--- src/rtl/core/btip_pkg.sv ---
`timescale 1ns / 1ps

package btip_pkg;

    localparam int MAX_X_POINTS = 8;
    localparam int MAX_Y_POINTS = 8;
    localparam int VALUE_WIDTH  = 32;

    localparam int IDX_W   = $clog2(MAX_X_POINTS);
    localparam int TADDR_W = $clog2(MAX_X_POINTS * MAX_Y_POINTS);
    localparam int CNT_W   = 4;
    localparam int DIST_W  = VALUE_WIDTH + 1;      // signed point difference
    localparam int MAG_W   = VALUE_WIDTH;          // magnitude of a difference
    localparam int LIM_EXP = 60;                   // intermediate clamp 2^60
    localparam int MID_W   = LIM_EXP + 2;          // signed row value
    localparam int PROD_W  = MID_W + MAG_W;        // magnitude product
    localparam int STEP_W  = $clog2(PROD_W);

    localparam logic [1:0] MODE_LOAD_X = 2'd0;
    localparam logic [1:0] MODE_LOAD_Y = 2'd1;
    localparam logic [1:0] MODE_LOAD_T = 2'd2;
    localparam logic [1:0] MODE_QUERY  = 2'd3;

    localparam logic [1:0] STAT_OK     = 2'd0;
    localparam logic [1:0] STAT_SAT    = 2'd1;
    localparam logic [1:0] STAT_ZERO_W = 2'd2;

    localparam logic REG_X_USED = 1'b0;
    localparam logic REG_Y_USED = 1'b1;

    localparam logic [1:0] SEL_X = 2'd0;
    localparam logic [1:0] SEL_Y = 2'd1;
    localparam logic [1:0] SEL_T = 2'd2;

    typedef struct packed {
        logic done;
        logic sat;
    } lerp_stat_t;

    // last breakpoint index in use, count clamped to 2..MAX
    function automatic logic [IDX_W-1:0] last_index(input logic [CNT_W-1:0] cnt,
                                                    input int unsigned max_pts);
        logic [CNT_W-1:0] n;
        n = cnt;
        if (n < CNT_W'(2)) begin
            n = CNT_W'(2);
        end else if (n > CNT_W'(max_pts)) begin
            n = CNT_W'(max_pts);
        end
        return IDX_W'(n - CNT_W'(1));
    endfunction

endpackage

--- src/rtl/core/btip_store.sv ---
`timescale 1ns / 1ps

module btip_store import btip_pkg::*; (
    input  logic                    aclk,
    input  logic                    wr_en,
    input  logic [1:0]              wr_mode,
    input  logic [IDX_W-1:0]        wr_row,
    input  logic [IDX_W-1:0]        wr_col,
    input  logic [VALUE_WIDTH-1:0]  wr_data,
    input  logic [1:0]              rd_sel,
    input  logic [TADDR_W-1:0]      rd_addr,
    output logic [VALUE_WIDTH-1:0]  rd_data
);

    logic [VALUE_WIDTH-1:0] x_mem [MAX_X_POINTS];
    logic [VALUE_WIDTH-1:0] y_mem [MAX_Y_POINTS];
    logic [VALUE_WIDTH-1:0] t_mem [MAX_X_POINTS * MAX_Y_POINTS];
    logic [VALUE_WIDTH-1:0] rd_data_reg;

    always_ff @(posedge aclk) begin
        if (wr_en) begin
            unique case (wr_mode)
                MODE_LOAD_X: x_mem[wr_row] <= wr_data;
                MODE_LOAD_Y: y_mem[wr_col] <= wr_data;
                MODE_LOAD_T: t_mem[{wr_row, wr_col}] <= wr_data;
                default: ;
            endcase
        end
    end

    always_ff @(posedge aclk) begin
        unique case (rd_sel)
            SEL_X:   rd_data_reg <= x_mem[rd_addr[IDX_W-1:0]];
            SEL_Y:   rd_data_reg <= y_mem[rd_addr[IDX_W-1:0]];
            default: rd_data_reg <= t_mem[rd_addr];
        endcase
    end

    assign rd_data = rd_data_reg;

endmodule

--- config.mk ---
export PLATFORM = sky130hd
export DESIGN_NAME = btip_store
export DESIGN_NICKNAME = d
export VERILOG_FILES = /design/src/rtl/core/btip_pkg.sv /design/src/rtl/core/btip_store.sv
export SDC_FILE = /design/constraint.sdc
export NUM_CORES = 2
export LEC_CHECK = 0
export BUFFER_PORTS_ARGS = -buffer_cell sky130_fd_sc_hd__clkbuf_2
export CAP_MARGIN = 20
export CORE_MARGIN = 2
export CORE_UTILIZATION = 50
export DETAILED_ROUTE_END_ITERATION = 16
export PLACE_DENSITY = 0.75
export SLEW_MARGIN = 20
export SYNTH_ARGS = -nofsm -noshare
export SYNTH_HDL_FRONTEND = slang
export SYNTH_SLANG_ARGS = --single-unit
--- constraint.sdc ---
create_clock -name aclk -period 8.62 [get_ports aclk]
set_clock_uncertainty 0.1 [all_clocks]
set_input_delay 1.293 -clock aclk [delete_from_list [all_inputs] [get_ports aclk]]
set_output_delay 1.293 -clock aclk [all_outputs]
set_load 0.1 [all_outputs]
==> results.yml <==
floorplanning:
  chipWidth_um: 449
  core_um2: 197000
  ios: 82
  die_h_um: 449
  dieArea_um2: 201000
  num_rows: 163
  initial_core_util_pct: 50.2
synth:
  syn_area_um2: 98800
  ys_warn_count: 0
  syn-num-nets: 4265
  synth_cells: 4215
  ys_ff_latch: 2592
  synth_top_flop_cell: "edfxtp_1"
  seq_area_frac_synth_pct: 78.4
  synth_edf_count: 2560
  postSynthAreaPerCell_um2: 23.5
  yosysUniqueCellTypes: 56
  async_flop_share_pct: 0
global_routing:
  grt_usage_pct: 26.7
  grt_max_degree: 113
  overflow: 0
  first_global_vias: 47700
  grt_pass1_wl_um: 376000
  antenna_found_initial: 25
layout:
  largest_register_ffs: 2048
  post_route_cells_drive_above_1_share_pct: 29.4
  nNetsFinal: 4524
  regMostFlops: "t_mem"
  areaGrowthSynthToFinish_pct: 12.2
  reg_top3: "t_mem (2048), x_mem (256), y_mem (256)"
sta:
  finalCritPeriodShare_pct: 52.3
  maxSlewViolCount: 0
  worstMarginPinSlew_ps: 1210
  finalWorstSetupSlack_ps: 4110
  post-route-min-period_ps: 4510
  fmax_mhz: 222
  setup_viol: 0
  tns_ps: 0
  slew_headroom_pct: 18.9
  hold_viol: 0
  holdWs_ps: 796
  grt_setup_unrepaired: "no"
worst_setup_path:
  worstPathArrival_ps: 5150
  critPathLaunchType: "input port"
  critPathKind: "in -> reg"
  cp_max_fo: 54
  required_ps: 9260
  end_kind: "flop"
outcome:
  outcome: "finished, final reports clean"
clocking:
  cts_buffer_depth: 3
  cts_root_buffer: "clkbuf_16"
  postCtsResizedCells: 0
  clk_latency_ps: 900
  tritoncts: "done"
  clkTransAtPathRegs_ps: 60
  cts_setup_buffers: 0
  cts_buffers: 236
  cts_htree_levels: 4
  cts.sinks: 2592
  holdBufCountCts: 0
run:
  cap_violations: 0
drt:
  first_pass_iters: 9
  viasPerCell: 6.67
  wire_per_inst_um: 36.9
  wl_um: 271000
  postRouteAntennaNets: 0
  drt_iter0_drc: 8572
  drc_errors: 0
  vias: 48900
place:
  place_ws_ps: 3260
  port_buffers: 81
  dp_hpwl_um: 151000
  gp_congestion: 0.946
pwr:
  powerDensity_nw_per_um2: 233
  peakVddDrop_uv: 211
  power_w: 0.0258
  leakagePower_nw: 34.4
worst_hold_path:
  min_path_type: "reg -> reg"
[metal layers]
metal,GRT usage (%),share of wire (%),vias up
met2,40.7,46,3935
met1,36.0,35,25700
li1,-,-,18600
met5,0,0.037,-
met3,7.22,13,665
met4,13.0,5.8,16
[logic make-up after synthesis]
logic type,share of synthesized area (%)
DFF,78.4
AOI/OAI and AO/OA,1.66
muxes,17.1
buffers and inverters,1.42
and+or+nand+nor,1.44
[worst max-delay path: stages]
cell and delay [ps]:
buf_8 520, buf_4 550, buf_4 700, mux4_2 600
mux4_2 510, a22oi_1 660, o21ai_1 150
[path summary, 6_finish.rpt]
kind | startpoint | cells after the start | slack, ps | end
max | rd_addr[0] | 7 | 4110 | rd_data[19]
min | t_mem[24][7] | 4 | 800 | rd_data[7]
max reg2reg | t_mem[6][19] | 5 | 5810 | rd_data[19]
min reg2reg | t_mem[24][7] | 4 | 800 | rd_data[7]
[layout by cell type (no fill, tap or decap), types with 16 or more instances in the layout]
| cell type | instances |
|---|---|
| o21ai_0 | 18 |
| o22ai_1 | 35 |
| nand2_1 | 75 |
| clkbuf_1 | 41 |
| mux2_2 | 30 |
| a21oi_1 | 37 |
| clkbuf_16 | 237 |
| nor2b_1 | 27 |
| mux2i_1 | 143 |
| a22oi_1 | 45 |
| nor2_4 | 78 |
| clkinv_1 | 63 |
| nand3_1 | 33 |
| buf_4 | 157 |
| bufinv_16 | 21 |
| edfxtp_1 | 2560 |
| a211oi_1 | 19 |
| clkinv_2 | 48 |
| buf_2 | 18 |
| dfxtp_1 | 32 |
| o21ai_1 | 16 |
| nor2_1 | 40 |
| mux4_2 | 670 |
| clkbuf_2 | 60 |
[power by group]
part           total, W  switching, W  leakage, nW  internal (W)
registers        0.0140     0.0000642         23.3        0.0139
logic           0.00149       0.00105         7.36      0.000445
clock network    0.0104       0.00461         3.76       0.00575
total            0.0258       0.00572         34.4        0.0201
[synthesized netlist by cell type (4+ instances only)]
| master | number | share of area, % |
|---|---|---|
| edfxtp_1 | 2560 | 78 |
| mux4_2 | 670 | 15 |
| mux2i_1 | 143 | 1.4 |
| nor2_1 | 118 | 0.45 |
| buf_2 | 79 | 0.40 |
| nand2_1 | 75 | 0.28 |
| clkbuf_1 | 60 | 0.23 |
| buf_4 | 46 | 0.35 |
| a22oi_1 | 45 | 0.34 |
| a21oi_1 | 37 | 0.19 |
| o22ai_1 | 35 | 0.22 |
| buf_6 | 33 | 0.38 |
| nand3_1 | 33 | 0.17 |
| dfxtp_1 | 32 | 0.65 |
| mux2_2 | 30 | 0.34 |
| nor2b_1 | 30 | 0.19 |
| a211oi_1 | 19 | 0.14 |
| o21ai_0 | 19 | 0.096 |
| o21ai_1 | 15 | 0.076 |
| a31oi_1 | 14 | 0.089 |
| nand2b_1 | 13 | 0.082 |
| o211ai_1 | 12 | 0.091 |
| o221ai_1 | 11 | 0.097 |
| nor3_1 | 9 | 0.046 |
| nand4_1 | 8 | 0.051 |
| buf_1 | 7 | 0.027 |
| and2_1 | 5 | 0.032 |
| nand3b_1 | 5 | 0.038 |
| a2111oi_0 | 4 | 0.035 |
| a221oi_1 | 4 | 0.035 |
[stage by stage]
stage | utilization (%) | area (um2) | std cells
floorplan | - | 98800 | 4215
detailed placement | 52.4 | 103000 | 6874
CTS | 56.3 | 111000 | 7317
finish | 56.4 | 111000 | 7329
global placement | 52.4 | 103000 | 6871
global route | 56.4 | 111000 | 7321
[final cells by class]
class,instances,area (um2)
Inverter,1,3.75
Timing Repair Buffer,248,1820
Clock inverter,158,1530
Clock buffer,285,6180
Multi-Input combinational cell,1395,20500
Fill cell,13700,85900
Antenna cell,10,25.0
Sequential cell,2592,77500
Tap cell,2640,3300
No activity file was read; power rests on OpenSTA's default activity.
