<file path="config.mk">
export PLATFORM = sky130hd
export DESIGN_NAME = btip_lerp
export DESIGN_NICKNAME = d
export VERILOG_FILES = /design/src/rtl/core/btip_pkg.sv /design/src/rtl/core/btip_lerp.sv
export SDC_FILE = /design/constraint.sdc
export NUM_CORES = 2
export LEC_CHECK = 0
export BUFFER_PORTS_ARGS = -buffer_cell sky130_fd_sc_hd__buf_4
export CORE_UTILIZATION = 25
export DETAILED_ROUTE_END_ITERATION = 6
export MAX_ROUTING_LAYER = met4
export PLACE_DENSITY = 0.47
export REMOVE_ABC_BUFFERS = 1
export SYNTH_ARGS = -nofsm -noshare
export SYNTH_HDL_FRONTEND = slang
export SYNTH_SLANG_ARGS = --single-unit
</file>
<file path="constraint.sdc">
create_clock -name aclk -period 32.9 [get_ports aclk]
set_clock_uncertainty 0.15 [all_clocks]
set_input_delay 3.29 -clock aclk [delete_from_list [all_inputs] [get_ports aclk]]
set_output_delay 3.29 -clock aclk [all_outputs]
set_load 0.03 [all_outputs]
</file>
<file path="src/rtl/core/btip_pkg.sv">
`timescale 1ns / 1ps

package btip_pkg;

    localparam int MAX_X_POINTS = 8;
    localparam int MAX_Y_POINTS = 8;
    localparam int VALUE_WIDTH  = 32;

    localparam int IDX_W   = $clog2(MAX_X_POINTS);
    localparam int TADDR_W = $clog2(MAX_X_POINTS * MAX_Y_POINTS);
    localparam int CNT_W   = 4;
    localparam int DIST_W  = VALUE_WIDTH + 1;      // signed point difference
    localparam int MAG_W   = VALUE_WIDTH;          // magnitude of a difference
    localparam int LIM_EXP = 60;                   // intermediate clamp 2^60
    localparam int MID_W   = LIM_EXP + 2;          // signed row value
    localparam int PROD_W  = MID_W + MAG_W;        // magnitude product
    localparam int STEP_W  = $clog2(PROD_W);

    localparam logic [1:0] MODE_LOAD_X = 2'd0;
    localparam logic [1:0] MODE_LOAD_Y = 2'd1;
    localparam logic [1:0] MODE_LOAD_T = 2'd2;
    localparam logic [1:0] MODE_QUERY  = 2'd3;

    localparam logic [1:0] STAT_OK     = 2'd0;
    localparam logic [1:0] STAT_SAT    = 2'd1;
    localparam logic [1:0] STAT_ZERO_W = 2'd2;

    localparam logic REG_X_USED = 1'b0;
    localparam logic REG_Y_USED = 1'b1;

    localparam logic [1:0] SEL_X = 2'd0;
    localparam logic [1:0] SEL_Y = 2'd1;
    localparam logic [1:0] SEL_T = 2'd2;

    typedef struct packed {
        logic done;
        logic sat;
    } lerp_stat_t;

    // last breakpoint index in use, count clamped to 2..MAX
    function automatic logic [IDX_W-1:0] last_index(input logic [CNT_W-1:0] cnt,
                                                    input int unsigned max_pts);
        logic [CNT_W-1:0] n;
        n = cnt;
        if (n < CNT_W'(2)) begin
            n = CNT_W'(2);
        end else if (n > CNT_W'(max_pts)) begin
            n = CNT_W'(max_pts);
        end
        return IDX_W'(n - CNT_W'(1));
    endfunction

endpackage

</file>
<file path="src/rtl/core/btip_lerp.sv">
`timescale 1ns / 1ps

// a + round((b - a) * d / w): bit-serial multiply then restoring divide
module btip_lerp import btip_pkg::*; (
    input  logic                     aclk,
    input  logic                     aresetn,
    input  logic                     start,
    input  logic signed [MID_W-1:0]  a,
    input  logic signed [MID_W-1:0]  b,
    input  logic signed [DIST_W-1:0] d,
    input  logic signed [DIST_W-1:0] w,
    output lerp_stat_t               stat,
    output logic signed [MID_W-1:0]  result
);

    localparam logic [2:0] L_IDLE = 3'd0;
    localparam logic [2:0] L_MAG  = 3'd1;
    localparam logic [2:0] L_MUL  = 3'd2;
    localparam logic [2:0] L_DIV  = 3'd3;
    localparam logic [2:0] L_RND  = 3'd4;
    localparam logic [2:0] L_ADD  = 3'd5;
    localparam logic [2:0] L_DONE = 3'd6;

    localparam logic [PROD_W-1:0]   LIM_Q  = PROD_W'(1) << LIM_EXP;
    localparam logic [LIM_EXP:0]    LIM_M  = (LIM_EXP+1)'(1) << LIM_EXP;
    localparam logic signed [MID_W:0] LIM_S = (MID_W+1)'(1) << LIM_EXP;

    logic [2:0]               st_reg, st_next;
    logic signed [MID_W-1:0]  a_reg, a_next;
    logic signed [MID_W:0]    diff_reg, diff_next;
    logic signed [DIST_W-1:0] d_reg, d_next, w_reg, w_next;
    logic                     neg_reg, neg_next;
    logic [MAG_W-1:0]         md_reg, md_next, mw_reg, mw_next;
    logic [MID_W-1:0]         mdiff_reg, mdiff_next;
    logic [PROD_W-1:0]        acc_reg, acc_next;
    logic [MAG_W-1:0]         rem_reg, rem_next;
    logic [STEP_W-1:0]        cnt_reg, cnt_next;
    logic [LIM_EXP:0]         mag_reg, mag_next;
    logic                     sat_reg, sat_next;
    logic signed [MID_W-1:0]  res_reg, res_next;

    logic [MAG_W:0]           rem_sh;
    logic                     ge;
    logic                     rnd;
    logic [LIM_EXP:0]         mag_sum;
    logic signed [MID_W:0]    sum;

    always_comb begin
        st_next    = st_reg;
        a_next     = a_reg;
        diff_next  = diff_reg;
        d_next     = d_reg;
        w_next     = w_reg;
        neg_next   = neg_reg;
        md_next    = md_reg;
        mw_next    = mw_reg;
        mdiff_next = mdiff_reg;
        acc_next   = acc_reg;
        rem_next   = rem_reg;
        cnt_next   = cnt_reg;
        mag_next   = mag_reg;
        sat_next   = sat_reg;
        res_next   = res_reg;
        rem_sh     = {rem_reg, acc_reg[PROD_W-1]};
        ge         = rem_sh >= {1'b0, mw_reg};
        rnd        = rem_reg >= (mw_reg - rem_reg);
        mag_sum    = acc_reg[LIM_EXP:0] + (LIM_EXP+1)'(rnd);
        sum        = neg_reg ? ({a_reg[MID_W-1], a_reg} - $signed({2'b00, mag_reg}))
                             : ({a_reg[MID_W-1], a_reg} + $signed({2'b00, mag_reg}));
        unique case (st_reg)
            L_IDLE: begin
                if (start) begin
                    a_next    = a;
                    diff_next = {b[MID_W-1], b} - {a[MID_W-1], a};
                    d_next    = d;
                    w_next    = w;
                    sat_next  = 1'b0;
                    st_next   = L_MAG;
                end
            end
            L_MAG: begin
                neg_next   = diff_reg[MID_W] ^ d_reg[DIST_W-1] ^ w_reg[DIST_W-1];
                mdiff_next = diff_reg[MID_W] ? MID_W'(-diff_reg) : MID_W'(diff_reg);
                md_next    = d_reg[DIST_W-1] ? MAG_W'(-d_reg) : MAG_W'(d_reg);
                mw_next    = w_reg[DIST_W-1] ? MAG_W'(-w_reg) : MAG_W'(w_reg);
                acc_next   = '0;
                rem_next   = '0;
                cnt_next   = '0;
                st_next    = L_MUL;
            end
            L_MUL: begin
                acc_next = {acc_reg[PROD_W-2:0], 1'b0}
                         + (md_reg[MAG_W-1] ? PROD_W'(mdiff_reg) : PROD_W'(0));
                md_next  = {md_reg[MAG_W-2:0], 1'b0};
                cnt_next = cnt_reg + STEP_W'(1);
                if (cnt_reg == STEP_W'(MAG_W - 1)) begin
                    cnt_next = '0;
                    st_next  = L_DIV;
                end
            end
            L_DIV: begin
                rem_next = ge ? MAG_W'(rem_sh - {1'b0, mw_reg}) : rem_sh[MAG_W-1:0];
                acc_next = {acc_reg[PROD_W-2:0], ge};
                cnt_next = cnt_reg + STEP_W'(1);
                if (cnt_reg == STEP_W'(PROD_W - 1)) begin
                    st_next = L_RND;
                end
            end
            L_RND: begin
                if (acc_reg > LIM_Q) begin
                    sat_next = 1'b1;
                    mag_next = LIM_M;
                end else if (mag_sum > LIM_M) begin
                    sat_next = 1'b1;
                    mag_next = LIM_M;
                end else begin
                    mag_next = mag_sum;
                end
                st_next = L_ADD;
            end
            L_ADD: begin
                if (sum > LIM_S) begin
                    sat_next = 1'b1;
                    res_next = MID_W'(LIM_S);
                end else if (sum < -LIM_S) begin
                    sat_next = 1'b1;
                    res_next = MID_W'(-LIM_S);
                end else begin
                    res_next = MID_W'(sum);
                end
                st_next = L_DONE;
            end
            L_DONE: st_next = L_IDLE;
            default: st_next = L_IDLE;
        endcase
    end

    always_ff @(posedge aclk) begin
        if (!aresetn) begin
            st_reg <= L_IDLE;
        end else begin
            st_reg <= st_next;
        end
        a_reg     <= a_next;
        diff_reg  <= diff_next;
        d_reg     <= d_next;
        w_reg     <= w_next;
        neg_reg   <= neg_next;
        md_reg    <= md_next;
        mw_reg    <= mw_next;
        mdiff_reg <= mdiff_next;
        acc_reg   <= acc_next;
        rem_reg   <= rem_next;
        cnt_reg   <= cnt_next;
        mag_reg   <= mag_next;
        sat_reg   <= sat_next;
        res_reg   <= res_next;
    end

    assign stat.done = (st_reg == L_DONE);
    assign stat.sat  = sat_reg;
    assign result    = res_reg;

endmodule

</file>
==> flow_metrics.env <==
export IMPL_cp_arrival_ns=10.16
export IMPL_numCtsBuffers=75
export IMPL_tns_ns=0
export IMPL_drive_gt1_share_pct=10.1
export IMPL_path_class="register to register"
export IMPL_synth_edf_count=575
export IMPL_wl_per_cell_um=19.4
export IMPL_post_cts_resized=0
export IMPL_die_h_um=410
export IMPL_required_ns=33.23
export IMPL_yosys_register_bits=578
export IMPL_synth_seq_area_share_pct=41.6
export IMPL_cts_buffer_depth=3
export IMPL_cts_tree="yes"
export IMPL_vias=33500
export IMPL_clock_latency_ns=0.72
export IMPL_rsz0062_at_grt="no"
export IMPL_fillers=17500
export IMPL_status="finished, violations left"
export IMPL_antenna_found_initial=9
export IMPL_power_leakage_nw=18.5
export IMPL_cts_hold_buf=0
export IMPL_num_rows=149
export IMPL_grt_pass1_vias=32900
export IMPL_drt_total_wl_um=133000
export IMPL_nNetsFinal=5111
export IMPL_finalWorstSetupSlack_ns=23.07
export IMPL_drt_iter0_drc=2177
export IMPL_hold_viol=0
export IMPL_initial_core_util_pct=25.2
export IMPL_syn_mean_instance_area_um2=9.42
export IMPL_synth_most_common_cell="edfxtp_1"
export IMPL_overflow=0
export IMPL_setup_worst_path_end_class="register"
export IMPL_cpPeakStageDelay_ns=0.69
export IMPL_cts_setup_buffers=0
export IMPL_relSlewSlack_pct=23.2
export IMPL_ios=257
export IMPL_max_freq_mhz=102
export IMPL_yosysWarnings=0
export IMPL_fin_area_mm2=0.0486
export IMPL_cp_max_fo=56
export IMPL_grt_max_degree=64
export IMPL_violations="DRC"
export IMPL_power_density_mw_per_mm2=49.8
export IMPL_r2r_cells=36
export IMPL_grt_first_pass_wirelength_um=201000
export IMPL_grtUsageTotal_pct=15.9
export IMPL_slew_violations=0
export IMPL_place_hpwl_um=105000
export IMPL_io_buffers=256
export IMPL_synth_area_leaders="edfxtp_1 (41%), ha_1 (8.7%), xnor2_1 (6.2%)"
export IMPL_dpl_instance_area_mm2=0.0460
export IMPL_reg2reg_to="sat_reg"
export IMPL_crit_path_start_kind="register"
export IMPL_setup_violations_final=0
export IMPL_die_x_um=410
export IMPL_synth_top_area_cell="edfxtp_1"
export IMPL_dieArea_mm2=0.168
export IMPL_post_place_ws_ns=22.96
export IMPL_drc_errors=26
export IMPL_timing_rr_start="mw_reg[0]"
export IMPL_path_clk_slew_ns=0.06
export IMPL_ir_drop_mv=0.0375
export IMPL_cap_violations=0
export IMPL_largest_reg_flops=94
export IMPL_ys_types=81
export IMPL_yosys_top_cells_count="edfxtp_1 (575), nor2_1 (377), nand2_1 (363), a21oi_1 (314), xnor2_1 (295)"
export IMPL_netlist_area_mm2=0.0417
export IMPL_slowest_stage="o31ai_2"
export IMPL_drt_first_pass_iters=7
export IMPL_syn_inst=4421
export IMPL_rrSetupSlack_ns=23.07
export IMPL_clockRootBuffer="clkbuf_16"
export IMPL_worst_slew_pin_slew_ns=1.15
export IMPL_gp_congestion=0.900
export IMPL_worstHoldPathCells=0
export IMPL_clock_sinks=578
export IMPL_ctsHtreeMaxLevel=3
export IMPL_period_minus_slack_ns=9.83
export IMPL_core_area_mm2=0.165
export IMPL_worstHoldStart="diff_reg[0]"
export IMPL_finalCritPeriodShare_pct=29.9
export IMPL_cp_common_cell="ha_1"
export IMPL_ant_nets=0
export IMPL_dominantRegCellSynth="edfxtp_1"
export IMPL_async_flop_share_pct=0
export IMPL_avgViaCountPerCell=4.87
export IMPL_min_to="mdiff_reg[0]"
export IMPL_yosysTopAreaCellShare_pct=41.5
export IMPL_syn_to_final_growth_pct=16.6
export IMPL_worstHoldPathType="register to register"
## routing by layer
metal | track usage [%] | vias to the layer above | routed length (µm)
met5 | - | - | 0
li1 | - | 16600 | -
met1 | 20.6 | 16000 | 61300
met3 | 2.55 | 179 | 6260
met2 | 25.4 | 732 | 61500
met4 | 4.95 | 0 | 4050
## critical path, delay by kind of cell, from the launching register on
family	cells	cell delay [ns]
compound gates	14	4.05
xor+xnor	1	0.14
fa+ha+maj	5	1.41
buf+inv	3	0.44
flops	1	0.42
mux	1	0.34
simple gates	12	2.64
## report_power, final
part | switching (mW) | total, mW | leakage [nW] | internal [mW]
registers | 0.0615 | 0.957 | 5.46 | 0.895
clock network | 0.347 | 0.846 | 1.21 | 0.499
logic | 0.372 | 0.616 | 11.8 | 0.245
total | 0.780 | 2.42 | 18.5 | 1.64
## cells by family (layout without fill, tap and decap cells)
logic type	after synthesis	after routing	synth area share [%]
adder cells (fa/ha/maj)	293	293	8.89
AO/OA/AOI/OAI	1133	1133	17.2
buffers and inverters	405	665	3.67
AND/OR/NAND/NOR	1520	1520	18.1
other	0	4	0
multiplexers	36	36	0.883
flip-flops	578	578	41.6
XOR/XNOR	456	456	9.59
## layout make-up
cell class / count / area, µm² / share of cell area, %
inverter: 240 / 901 / 1.85
timing repair buffer: 292 / 2190 / 4.51
clock buffer: 90 / 1950 / 4.02
tap: 2189 / 2740 / 5.64
sequential: 578 / 17300 / 35.7
antenna: 4 / 10.0 / 0.0206
clock inverter: 43 / 559 / 1.15
multi-input combinational: 3438 / 22900 / 47.1
## worst max path at each step
stage | endpoint | slack (ns) | cells past startpoint | from
2_1_floorplan | sat_reg | 8.75 | 2 | start
3_3_place_gp | sat_reg | 22.97 | 36 | mw_reg[0]
3_5_place_dp | sat_reg | 22.96 | 36 | mw_reg[0]
4_1_cts | sat_reg | 22.91 | 36 | mw_reg[0]
5_1_grt | sat_reg | 22.18 | 35 | mw_reg[0]
6_report | sat_reg | 23.07 | 36 | mw_reg[0]
## per-stage QoR
stage	cells	power [mW]	utilization [%]	hold WS, ns
after floorplan	4256	1.40	-	0.301
after global placement	6737	1.59	27.9	0.339
after detailed placement	6737	1.59	27.9	0.348
after CTS	6870	2.45	29.4	0.363
after global routing	6873	2.55	29.4	0.380
final	6874	2.42	29.4	0.357
## layout by cell type (no fill, tap or decap), types with 49 or more instances in the layout
master	count
o21ai_0	288
nand2_1	363
a21o_1	148
edfxtp_1	575
o31ai_1	50
nor3_1	88
xor2_1	161
clkbuf_16	76
nand4_1	79
nand2b_1	53
nor2_1	372
a21oi_1	313
nor2b_1	49
nand3_1	103
and2_1	114
buf_4	292
and3_1	56
nor4_1	54
xnor2_1	295
or3_1	78
inv_1	239
ha_1	288
No activity file was read; power rests on OpenSTA's default activity.
